<file path="src/rtl/dual_modulus_rolling_hash_assert.svh">
// ----------------------------------------------------------------------------
// Assertion macros for the dual modulus rolling hash
// Each macro assumes clk and rst_n are visible at the place of use.
// ----------------------------------------------------------------------------
`ifndef DUAL_MODULUS_ROLLING_HASH_ASSERT_SVH
`define DUAL_MODULUS_ROLLING_HASH_ASSERT_SVH
`ifndef SYNTHESIS
`define DMRH_ASSERT_IMPL(label, cond, prop) \
    label: assert property (@(posedge clk) disable iff (!rst_n) (cond) |-> (prop)) \
        else $error("assertion failed");
`define DMRH_ASSERT_NEXT(label, cond, prop) \
    label: assert property (@(posedge clk) disable iff (!rst_n) (cond) |=> (prop)) \
        else $error("assertion failed");
`else
`define DMRH_ASSERT_IMPL(label, cond, prop)
`define DMRH_ASSERT_NEXT(label, cond, prop)
`endif
`endif

</file>
<file path="src/rtl/dmrh_pkg.sv">
// ----------------------------------------------------------------------------
// dmrh_pkg
// Types, constants and helpers shared by the rolling hash modules.
// ----------------------------------------------------------------------------
package dmrh_pkg;

    localparam int MAX_LEN   = 1024;
    localparam int LEN_W     = 11;
    localparam int OUT_LEN_W = 12;
    localparam int HASH_W    = 31;
    localparam int SYM_W     = 8;
    localparam int CFG_IDX_W = 2;
    localparam int PROD_W    = 2 * HASH_W;
    localparam int VAL_W     = PROD_W + 1;
    localparam int STEP_W    = $clog2(VAL_W);
    localparam int TBL_DEPTH = MAX_LEN + 1;

    localparam logic [CFG_IDX_W-1:0] CFG_BASE  = 2'd0;
    localparam logic [CFG_IDX_W-1:0] CFG_MOD_A = 2'd1;
    localparam logic [CFG_IDX_W-1:0] CFG_MOD_B = 2'd2;

    typedef enum logic [1:0] {
        KIND_APPEND = 2'd0,
        KIND_QUERY  = 2'd1,
        KIND_CONCAT = 2'd2,
        KIND_CLEAR  = 2'd3
    } kind_t;

    typedef struct packed {
        kind_t              kind;
        logic               static_err;
        logic [SYM_W-1:0]   symbol;
        logic [LEN_W-1:0]   left;
        logic [LEN_W-1:0]   right;
        logic [HASH_W-1:0]  first_hash_a;
        logic [HASH_W-1:0]  first_hash_b;
        logic [LEN_W-1:0]   first_len;
        logic [HASH_W-1:0]  second_hash_a;
        logic [HASH_W-1:0]  second_hash_b;
        logic [LEN_W-1:0]   second_len;
    } cmd_t;

    typedef enum logic [1:0] {
        MM_IDLE,
        MM_MUL,
        MM_RED
    } mm_state_t;

    typedef enum logic [3:0] {
        BK_IDLE,
        BK_CHECK,
        BK_EXTEND,
        BK_EXT_WAIT,
        BK_Q_RD1,
        BK_Q_RD2,
        BK_C_RD,
        BK_APP_RD,
        BK_CALC
    } back_state_t;

    function automatic logic [HASH_W-1:0] eff_mod(input logic [HASH_W-1:0] m);
        return (m < HASH_W'(2)) ? HASH_W'(2) : m;
    endfunction

endpackage

</file>
<file path="src/rtl/dmrh_front.sv">
// ----------------------------------------------------------------------------
// dmrh_front
// Accepts command words, flags range errors that need no string state,
// and holds them in a two-entry queue for the back end.
// ----------------------------------------------------------------------------
module dmrh_front
    import dmrh_pkg::*;
(
    input  logic              clk,
    input  logic              rst_n,
    input  logic              start,
    input  logic [1:0]        kind,
    input  logic [SYM_W-1:0]  symbol,
    input  logic [LEN_W-1:0]  left,
    input  logic [LEN_W-1:0]  right,
    input  logic [HASH_W-1:0] first_hash_a,
    input  logic [HASH_W-1:0] first_hash_b,
    input  logic [LEN_W-1:0]  first_len,
    input  logic [HASH_W-1:0] second_hash_a,
    input  logic [HASH_W-1:0] second_hash_b,
    input  logic [LEN_W-1:0]  second_len,
    output logic              busy,
    output logic              q_valid,
    output cmd_t              q_head,
    input  logic              q_pop
);

    cmd_t       q_mem_reg [2];
    logic       wr_ptr_reg, wr_ptr_next;
    logic       rd_ptr_reg, rd_ptr_next;
    logic [1:0] count_reg, count_next;
    logic       accept;
    cmd_t       cmd_in;

    always_comb
    begin
        cmd_in.kind          = kind_t'(kind);
        cmd_in.symbol        = symbol;
        cmd_in.left          = left;
        cmd_in.right         = right;
        cmd_in.first_hash_a  = first_hash_a;
        cmd_in.first_hash_b  = first_hash_b;
        cmd_in.first_len     = first_len;
        cmd_in.second_hash_a = second_hash_a;
        cmd_in.second_hash_b = second_hash_b;
        cmd_in.second_len    = second_len;
        unique case (kind_t'(kind))
            KIND_QUERY:
            begin
                cmd_in.static_err = (left > right) || (right > LEN_W'(MAX_LEN));
            end
            KIND_CONCAT:
            begin
                cmd_in.static_err = (first_len > LEN_W'(MAX_LEN)) ||
                                    (second_len > LEN_W'(MAX_LEN));
            end
            default:
            begin
                cmd_in.static_err = 1'b0;
            end
        endcase
    end

    assign busy    = (count_reg == 2'd2);
    assign accept  = start && !busy;
    assign q_valid = (count_reg != 2'd0);
    assign q_head  = q_mem_reg[rd_ptr_reg];

    always_comb
    begin
        wr_ptr_next = accept ? !wr_ptr_reg : wr_ptr_reg;
        rd_ptr_next = q_pop ? !rd_ptr_reg : rd_ptr_reg;
        count_next  = count_reg + {1'b0, accept} - {1'b0, q_pop};
    end

    always_ff @(posedge clk or negedge rst_n)
    begin
        if (!rst_n)
        begin
            wr_ptr_reg <= 1'b0;
            rd_ptr_reg <= 1'b0;
            count_reg  <= 2'd0;
        end
        else
        begin
            wr_ptr_reg <= wr_ptr_next;
            rd_ptr_reg <= rd_ptr_next;
            count_reg  <= count_next;
        end
    end

    always_ff @(posedge clk)
    begin
        if (accept)
        begin
            q_mem_reg[wr_ptr_reg] <= cmd_in;
        end
    end

endmodule

</file>
<file path="config.mk">
export PLATFORM = sky130hd
export DESIGN_NAME = dmrh_front
export DESIGN_NICKNAME = d
export VERILOG_FILES = /design/src/rtl/dual_modulus_rolling_hash_assert.svh /design/src/rtl/dmrh_pkg.sv /design/src/rtl/dmrh_front.sv
export SDC_FILE = /design/constraint.sdc
export NUM_CORES = 1
export LEC_CHECK = 0
export BUFFER_PORTS_ARGS = -buffer_cell sky130_fd_sc_hd__buf_4
export CAP_MARGIN = 20
export CORE_MARGIN = 2
export CORE_UTILIZATION = 23
export CTS_BUF_LIST = sky130_fd_sc_hd__clkbuf_16
export CTS_CLUSTER_SIZE = 8
export DETAILED_ROUTE_END_ITERATION = 7
export PLACE_DENSITY = 0.4
export SLEW_MARGIN = 25
export SYNTH_ARGS = -nofsm -noshare
export SYNTH_HDL_FRONTEND = slang
export SYNTH_SLANG_ARGS = --single-unit
</file>
<file path="constraint.sdc">
create_clock -name clk -period 20.1 [get_ports clk]
set_input_delay 1.005 -clock clk [delete_from_list [all_inputs] [get_ports clk]]
set_output_delay 1.005 -clock clk [all_outputs]
set_load 0.03 [all_outputs]
</file>
Word-level counts from Yosys, hierarchy flattened
Memory sizes are Yosys's and may differ from the RTL's.
Cells that the tools add are included.
{"block": "word_totals", "output_inout_bits": 181, "memories": 1, "input_bits": 182, "ram_bits": 358, "ff_bits": 4}
{"name": "q_mem_reg", "words": 2, "word_bits": 179, "rd": 1, "rd_ports_with_merged_regs": 0, "write_ports": 1, "line_no": "dmrh_front.sv:28", "text": "cmd_t q_mem_reg [2];"}
{"block": "classes", "n_mux": 3, "n_eq_ne": 3, "reduce_logical": 7, "addsub": 2, "n_lt_le_gt_ge": 4}
{"cell": "greater-than comparator 11 bit (second input constant)", "n": 3}
{"cell": "greater-than comparator 11 bit", "n": 1}
{"cell": "== test 2 bit (second input constant)", "n": 2}
{"cell": "zero test 1 bit", "n": 3}
{"cell": "adder 2 x 1 -> 2 bit", "n": 1}
{"cell": "== test 2 x 1 -> 1 bit (second input constant)", "n": 1}
{"cell": "logical OR 1 bit", "n": 2}
{"cell": "two-way mux 1 bit", "n": 2}
{"cell": "case mux 1 bit (2 select lines)", "n": 1}
{"cell": "nonzero test 2 bit", "n": 1}
{"cell": "subtractor 2 x 1 -> 2 bit", "n": 1}
{"cell": "logical AND 1 bit", "n": 1}

Longest topological paths before layout
Gate-level depths: netlist (run 1).
{"block": "logic_depth", "depth_word": 5, "depth_mapped": 7, "ltp_nobuf": 7}

Worst setup path before layout (run 1)
OpenSTA, ideal clock, no wires.
{"block": "synth_path", "path_type": "input to register", "from": "input port start", "to": "memory q_mem_reg[0][0] (netlist name) (enable)", "t_required_ns": 19.380, "setup_ns": 0.720, "n_path_buf": 0, "arrival_ns": 8.523, "setup_slack_ns": 10.857, "path_stages": 2, "path_cell_list": "nand2_1 > nor2_1"}
{"block": "synth_between", "elab_chain_cells": 3}
{"element": "start, declared", "line_no": "dmrh_front.sv:11", "text": "input logic start,"}
{"element": "logical AND 1 bit", "line_no": "dmrh_front.sv:65", "text": "assign accept = start && !busy;"}
{"element": "two-way mux 1 bit", "line_no": "dmrh_front.sv:94", "text": "if (accept)"}
{"element": "two-way mux 1 bit (implied by the code)", "line_no": "dmrh_front.sv:96", "text": "q_mem_reg[wr_ptr_reg] <= cmd_in;"}
{"element": "end, declared", "line_no": "dmrh_front.sv:28"}
Every way passes these cells.

==> summary.md, run 1 <==
| Metric | Value |
|---|---|
| DRT iter0 DRCs | `between 200 and 250` |
| Residual DRC | `0` |
| CP arrival | `roughly 3 ns` |
| Sequential power share | `a little under two fifths` |
| Final sum of negative setup slack | `0 ns` |
| Leakage power | `6.861 nW` |
| CTS tree | `built` |
| Fin. max-slew vios | `0` |
| Pwr Density | `roughly 160 nW/µm²` |
| PortBufs | `about 360` |
| Via count | `7,123` |
| WHS | `between 0.2 and 0.25 ns` |
| Synth-to-Final Area Change | `36.92%` |
| Crit-path cells | `buf_4 -> mux2_2 -> buf_4` |
| Post-DP Area | `17,120 µm²` |
| Synth area leaders | `edfxtp_1 79%, mux2_2 15%, ha_1 1.4%, buf_6 0.92%, dfrtp_1 0.74%` |
| Post-Syn Area per Cell | `approximately 21 µm²` |
| Vias in the first global route | `about 7.6k` |
| Logic pwr share | `a little over a third` |
| Int Pwr | `between 1.5 and 2 mW` |
| Final cell count without fillers | `roughly 1.8k` |
| Die Area | `60,810 µm²` |
| Sw power | `approximately 1.0 mW` |
| Final HPWL DP | `approximately 22 mm` |
| Layout cell share with drive strength beyond 1 | `57.96%` |
| Core Area | `57,920 µm²` |
| Register area share after synthesis | `between 80% and 90%` |
| Worst stage delay on the critical path | `~0.97 ns` |
| Global-route met1 utilization | `~13%` |
| Clk_skew | `between 0.01 and 0.015 ns` |
| HP Class | `in2async` |
| DR WL/cell | `between 15 and 20 µm` |
| Most frequent CP cell | `buf_4` |
| Root buffer cell | `clkbuf_16` |
| Global route hottest layer | `met2` |
| Post-CTS resize count | `0` |
| Final instance area | `approximately 19,000 µm²` |
| Most common cell after layout, fill and taps aside | `buf_4` |
| Crit path kind | `reg2out` |
| CP endpoint kind | `output port` |
| Post-synthesis cell area | `13,540 µm²` |
| Gr usage total | `between 10 and 15%` |
| Yosys cell types | `28` |
| Die width | `around 250 µm` |
| Final Core Density | `between 30% and 40%` |
| Crit share post-route | `between 10% and 20%` |
| MaxCap Viol Count | `0` |
| DRT Pass-1 Iters | `4` |
| Final Critical Period | `4.000 ns` |
| Num CTS Buffers | `between 50 and 60` |
| Synth Instances | `between 600 and 700` |
| Initial antenna violation count | `4` |
| Yosys reg bits | `about 360` |
| Slowest cell on crit path | `dfrtp_4` |
| Synth Net Count | `just over 800` |
| Clk slew on worst S/H paths | `0.05 ns` |
| Setup Buffers After CTS | `0` |
| Share of Yosys cell area claimed by the top area cell type | `79.42%` |
| Starting Density | `a little under a quarter` |
| Grt met2 use | `18.14%` |
| Endpoints failing hold | `0` |
| Cell Rows | `about 90` |
| Worst-Skew Late Latency | `0.56 ns` |
| CTS Buffer Depth | `3` |
| Die Y | `around 250 µm` |
| Worst path required time | `19.09 ns` |
| Worst-margin pin slew | `between 1 and 1.5 ns` |
| Yosys warns | `0` |
| GPL Wtd Cong | `0.6844` |
| Max-slew headroom | `25.46%` |
| Setup violators final | `0` |
| Cts hold-fix bufs | `0` |
| Crit path launch type | `flip-flop` |
| Via density | `a little under 4` |
| Post-synth top area cell | `edfxtp_1` |
| Fmax achieved | `between 0.2 and 0.3 GHz` |
| Maximum vdd drop | `0.1230 mV` |
| Post-route ant nets | `0` |
| Met3 Usage GRT | `between 4 and 5%` |
| First-pass GRT wire length | `around 49 mm` |
| DP Cell Count | `about 1.7k` |
| Largest register FFs | `~360` |
| Most frequent cells in the layout | `366 x buf_4, 358 x edfxtp_1, 179 x mux2_2` |
| Outcome | `finished clean` |
| Clk pwr share | `around a quarter` |
| I/O pins | `~360` |
| Largest net degree at the start of global routing | `approximately 140` |
| Max Fanout on Critical Path | `around 60` |
| # H-tree levels | `2` |
| Num Clock Sinks | `approximately 360` |
| Total wire length | `between 30 and 40 mm` |
| RSZ-0062 raised after global routing | `false` |
| Post-layout nets | `~1.2k` |
| Gr ovfl total | `0` |
| Switching Share | `34.63%` |
[power groups by stage]
stage	sequential, mW	combinational (mW)	clock (mW)
final	1.09	1.07	0.772
after floorplan	1.11	0.715	0
after detailed placement	1.11	1.10	0
after global placement	1.10	1.11	0
after global routing	1.11	1.14	0.835
after CTS	1.09	1.10	0.809
[metal layers]
metal | wire, µm | share of wire [%] | vias up
met5 | 36 | 0.10 | -
met4 | 877 | 2.6 | 6
met3 | 2948 | 8.6 | 62
met2 | 16780 | 49 | 217
met1 | 13710 | 40 | 3535
li1 | - | - | 3303
[kinds of logic (layout without fill, tap and decap cells)]
logic type	Yosys count	after routing	synth area share, %
other	0	1	0
XOR/XNOR	4	4	0.2589
AO/OA/AOI/OAI	14	14	0.6841
AND/OR/NAND/NOR	23	23	0.9245
buffers and inverters	36	452	1.692
adder cells (fa/ha/maj)	15	15	1.387
flip-flops	362	362	80.16
multiplexers	179	179	14.89
[path summary, 6_finish.rpt]
path / from / end / slack (ns) / cells after the start
max: rd_ptr_reg / q_head[129] / 16.10 / 3
min: rst_n / rd_ptr_reg / 0.23 / 1
max reg2reg: count_reg[1] / q_mem_reg[0][123] / 16.75 / 5
min reg2reg: count_reg[1] / count_reg[1] / 0.52 / 1
max in group asynchronous: rst_n / rd_ptr_reg / 19.75 / 1
min in group clk: count_reg[1] / count_reg[1] / 0.52 / 1
[critical path, delay by kind of cell, from the launching register on]
family   cells  cell delay [ns]
flops        1             0.97
mux          1             0.42
buf+inv      2             0.98
[synthesized netlist by cell type]
library cell  instances
buf_2                 9
a31o_1                1
a211oi_1              1
o21ai_0               1
nand4_1               3
xor2_1                1
a21oi_2               1
nand3_1               3
dfrtp_1               4
a31oi_1               1
o2111ai_1             1
a21o_1                2
o21bai_1              1
nor2_1                4
buf_6                11
inv_1                16
edfxtp_1            358
nor3_1                1
nor4_1                6
nand2_1               2
xnor2_1               3
or2_2                 1
and3_1                1
ha_1                 15
a21oi_1               5
mux2_2              179
nand2b_1              1
nand3b_1              1
[area by class of cell]
type                       instances  area (µm²)
sequential                       362       10850
antenna                            1       2.502
tap                              765       957.2
clock inverter                    15       85.08
inverter                          16       60.06
clock buffer                      53        1326
multi-input combinational        235        2469
timing repair buffer             368        2779
fill                            5758       39380
[stage by stage]
stage,setup slack [ns],power (mW)
2_1_floorplan,10.86,1.830
3_3_place_gp,16.04,2.209
3_5_place_dp,16.09,2.209
4_1_cts,15.88,3.008
5_1_grt,15.85,3.081
6_report,16.10,2.933
Power figures use the tool's default switching activity.
==> run 2, diff against run 1 <==
- PLACE_DENSITY: 0.4 -> 0.42
- clock period: 20.1 -> 3.6 ns (I/O delays scaled with it)
==> run 2 against run 1 <==
  * Cell count rose by 10%
  * Register-to-register slack got worse by 15 ns
  * Cell area rose by 11%
  * Total power rose to 5.7 times the previous value
  * Critical path depth is the same
  * Sequential power grew to 5.5 times the previous value
  * Critical path type unchanged
  * Largest cell class unchanged
  * Largest power group is now combinational logic
==> summary.md, run 2 (synthesis results as in run 1) <==
| Metric | Value |
|---|---|
| Outcome | `finished clean` |
| Num Clock Sinks | `362 (unchanged)` |
| Worst path required time | `3.42 ns (-15.67 ns)` |
| GPL Wtd Cong | `0.6878 (+0.50%)` |
| Slowest cell on crit path | `dfrtp_4` |
| Residual DRC | `0 (unchanged)` |
| Fmax achieved | `~0.4 GHz` |
| Clk slew on worst S/H paths | `0.05 ns (about the same)` |
| Pwr Density | `813.0 nW/µm² (+410%)` |
| Largest register FFs | `358 (unchanged)` |
| Endpoints failing hold | `0 (unchanged)` |
| Crit path launch type | `flip-flop` |
| DRT Pass-1 Iters | `4 (unchanged)` |
| Post-CTS resize count | `0 (unchanged)` |
| Delay-heaviest family, CP | `flip-flops` |
| Global route hottest layer | `met2` |
| Final HPWL DP | `22.81 mm (+1.6%)` |
| Crit share post-route | `between 70 and 80%` |
| Total wire length | `35.15 mm (+2.3%)` |
| Die Y | `246.6 µm (unchanged)` |
| Most common cell after layout, fill and taps aside | `buf_4` |
| Root buffer cell | `clkbuf_16` |
| Max-slew headroom | `35.58% (+10 points)` |
| CTS Buffer Depth | `3 (unchanged)` |
| Crit path kind | `reg2out` |
| Vias in the first global route | `8,553 (+12%)` |
| Largest net degree at the start of global routing | `64 (-53%)` |
| Core Area | `57,920 µm² (unchanged)` |
| Most frequent cells in the layout | `365 x buf_4, 358 x edfxtp_1, 182 x dlygate4sd3_1` |
| Starting Density | `23.37% (unchanged)` |
| Synth-to-Final Area Change | `51.61%` |
| Gr ovfl total | `0 (unchanged)` |
| Die width | `246.6 µm (unchanged)` |
| Grt met2 use | `19.05% (+0.91 points)` |
| DRT iter0 DRCs | `299 (+33%)` |
| Layout cell share with drive strength beyond 1 | `49.68% (-8.3 points)` |
| Setup violators final | `0 (unchanged)` |
| Crit-path cells | `buf_12 -> mux2_2 -> buf_4` |
| Met3 Usage GRT | `4.423% (-0.076 points)` |
| First-pass GRT wire length | `51.36 mm (+5.2%)` |
| Via density | `3.945 (+0.52%)` |
| Num CTS Buffers | `52 (unchanged)` |
| HP Class | `in2reg` |
| MaxCap Viol Count | `0 (unchanged)` |
| Post-DP Area | `17,280 µm² (+0.96%)` |
| RSZ-0062 raised after global routing | `false` |
| Cell Rows | `88 (unchanged)` |
| Final instance area | `20,520 µm² (+11%)` |
| Final Critical Period | `2.552 ns` |
| Bufs and invs on worst path | `2 (unchanged)` |
| Gr usage total | `11.27% (+0.30 points)` |
| CP endpoint kind | `output port` |
| Via count | `7,906 (+11%)` |
| Initial antenna violation count | `6 (+2)` |
| Post-layout nets | `1,421 (+15%)` |
| Max Fanout on Critical Path | `53 (-13%)` |
| # H-tree levels | `2 (unchanged)` |
| Post-route ant nets | `0 (unchanged)` |
| Global-route met1 utilization | `12.80% (+0.10 points)` |
| Worst stage delay on the critical path | `0.81 ns (-0.16 ns)` |
| I/O pins | `363 (unchanged)` |
| CTS tree | `built` |
| DR WL/cell | `17.54 µm (-7.4%)` |
| CP arrival | `2.37 ns (-0.62 ns)` |
| PortBufs | `362 (unchanged)` |
| Worst-Skew Late Latency | `0.57 ns (about the same)` |
| Die Area | `60,810 µm² (unchanged)` |
| Clk_skew | `0.007029 ns (-0.005494 ns)` |
| Maximum vdd drop | `0.3742 mV (+200%)` |
| Total power | `16.68 mW (+470%)` |
| Leakage power | `7.692 nW (+12%)` |
| Worst-margin pin slew | `0.9574 ns (-0.1606 ns)` |
| Fin. max-slew vios | `0 (unchanged)` |
-- run 2: timing repair --
item	CTS	global route
hold buffers	182	0
endpoints found under the hold margin	362	0
setup buffers	0	0
-- run 2: worst register-to-register path: cells and delay by family (launching register included) --
family                 cells  cell delay [ns]
AND/OR/NAND/NOR            3             0.81
buffers and inverters      1             0.32
flip-flops                 1             0.39
-- run 2: final cells by class --
| type | instances | area, µm² |
|---|---|---|
| Tap cell | 765 | 957.2 |
| Antenna cell | 1 | 2.502 |
| Clock inverter | 15 | 87.58 |
| Clock buffer | 53 | 1326 |
| Inverter | 16 | 60.06 |
| Multi-Input combinational cell | 235 | 2471 |
| Sequential cell | 362 | 10850 |
| Timing Repair Buffer | 557 | 4762 |
| Fill cell | 5652 | 37390 |
-- run 2: path summary, 6_finish.rpt --
check                                startpoint                 to  slack (ns)  depth (start not counted)
max in group asynchronous                 rst_n         rd_ptr_reg        2.85                          3
worst max register to register     count_reg[1]  q_mem_reg[0][150]        1.70                          4
worst min register to register     count_reg[1]       count_reg[1]        0.49                          1
min in group asynchronous                 rst_n       count_reg[0]        0.55                          3
worst min-delay path            first_hash_a[6]  q_mem_reg[1][121]        0.34                          2
worst max-delay path                 rd_ptr_reg         q_head[50]        1.05                          3
-- run 2: stage by stage --
stage	hold slack (ns)	worst slack, ns	setup TNS [ns]	instances	utilization (%)
floorplan	-0.1156	-0.06871	-12.30	633	-
global placement	-0.01857	1.543	0	1753	29.84
detailed placement	-0.01643	1.562	0	1753	29.84
CTS	0.2786	0.9206	0	2003	35.43
global route	0.3060	0.9018	0	2003	35.43
finish	0.3392	1.048	0	2004	35.43
-- run 2: power by group --
part	internal, mW	switching [mW]	total [mW]
registers	5.76	0.266	6.03
clock network	2.64	1.68	4.32
logic	2.54	3.80	6.33
total	10.9	5.74	16.7
-- run 2: metal layers --
metal / vias to the layer above / routed length (µm)
met5: - / 58
li1: 3681 / -
met1: 3919 / 13800
met3: 75 / 2899
met4: 10 / 983
met2: 221 / 17410
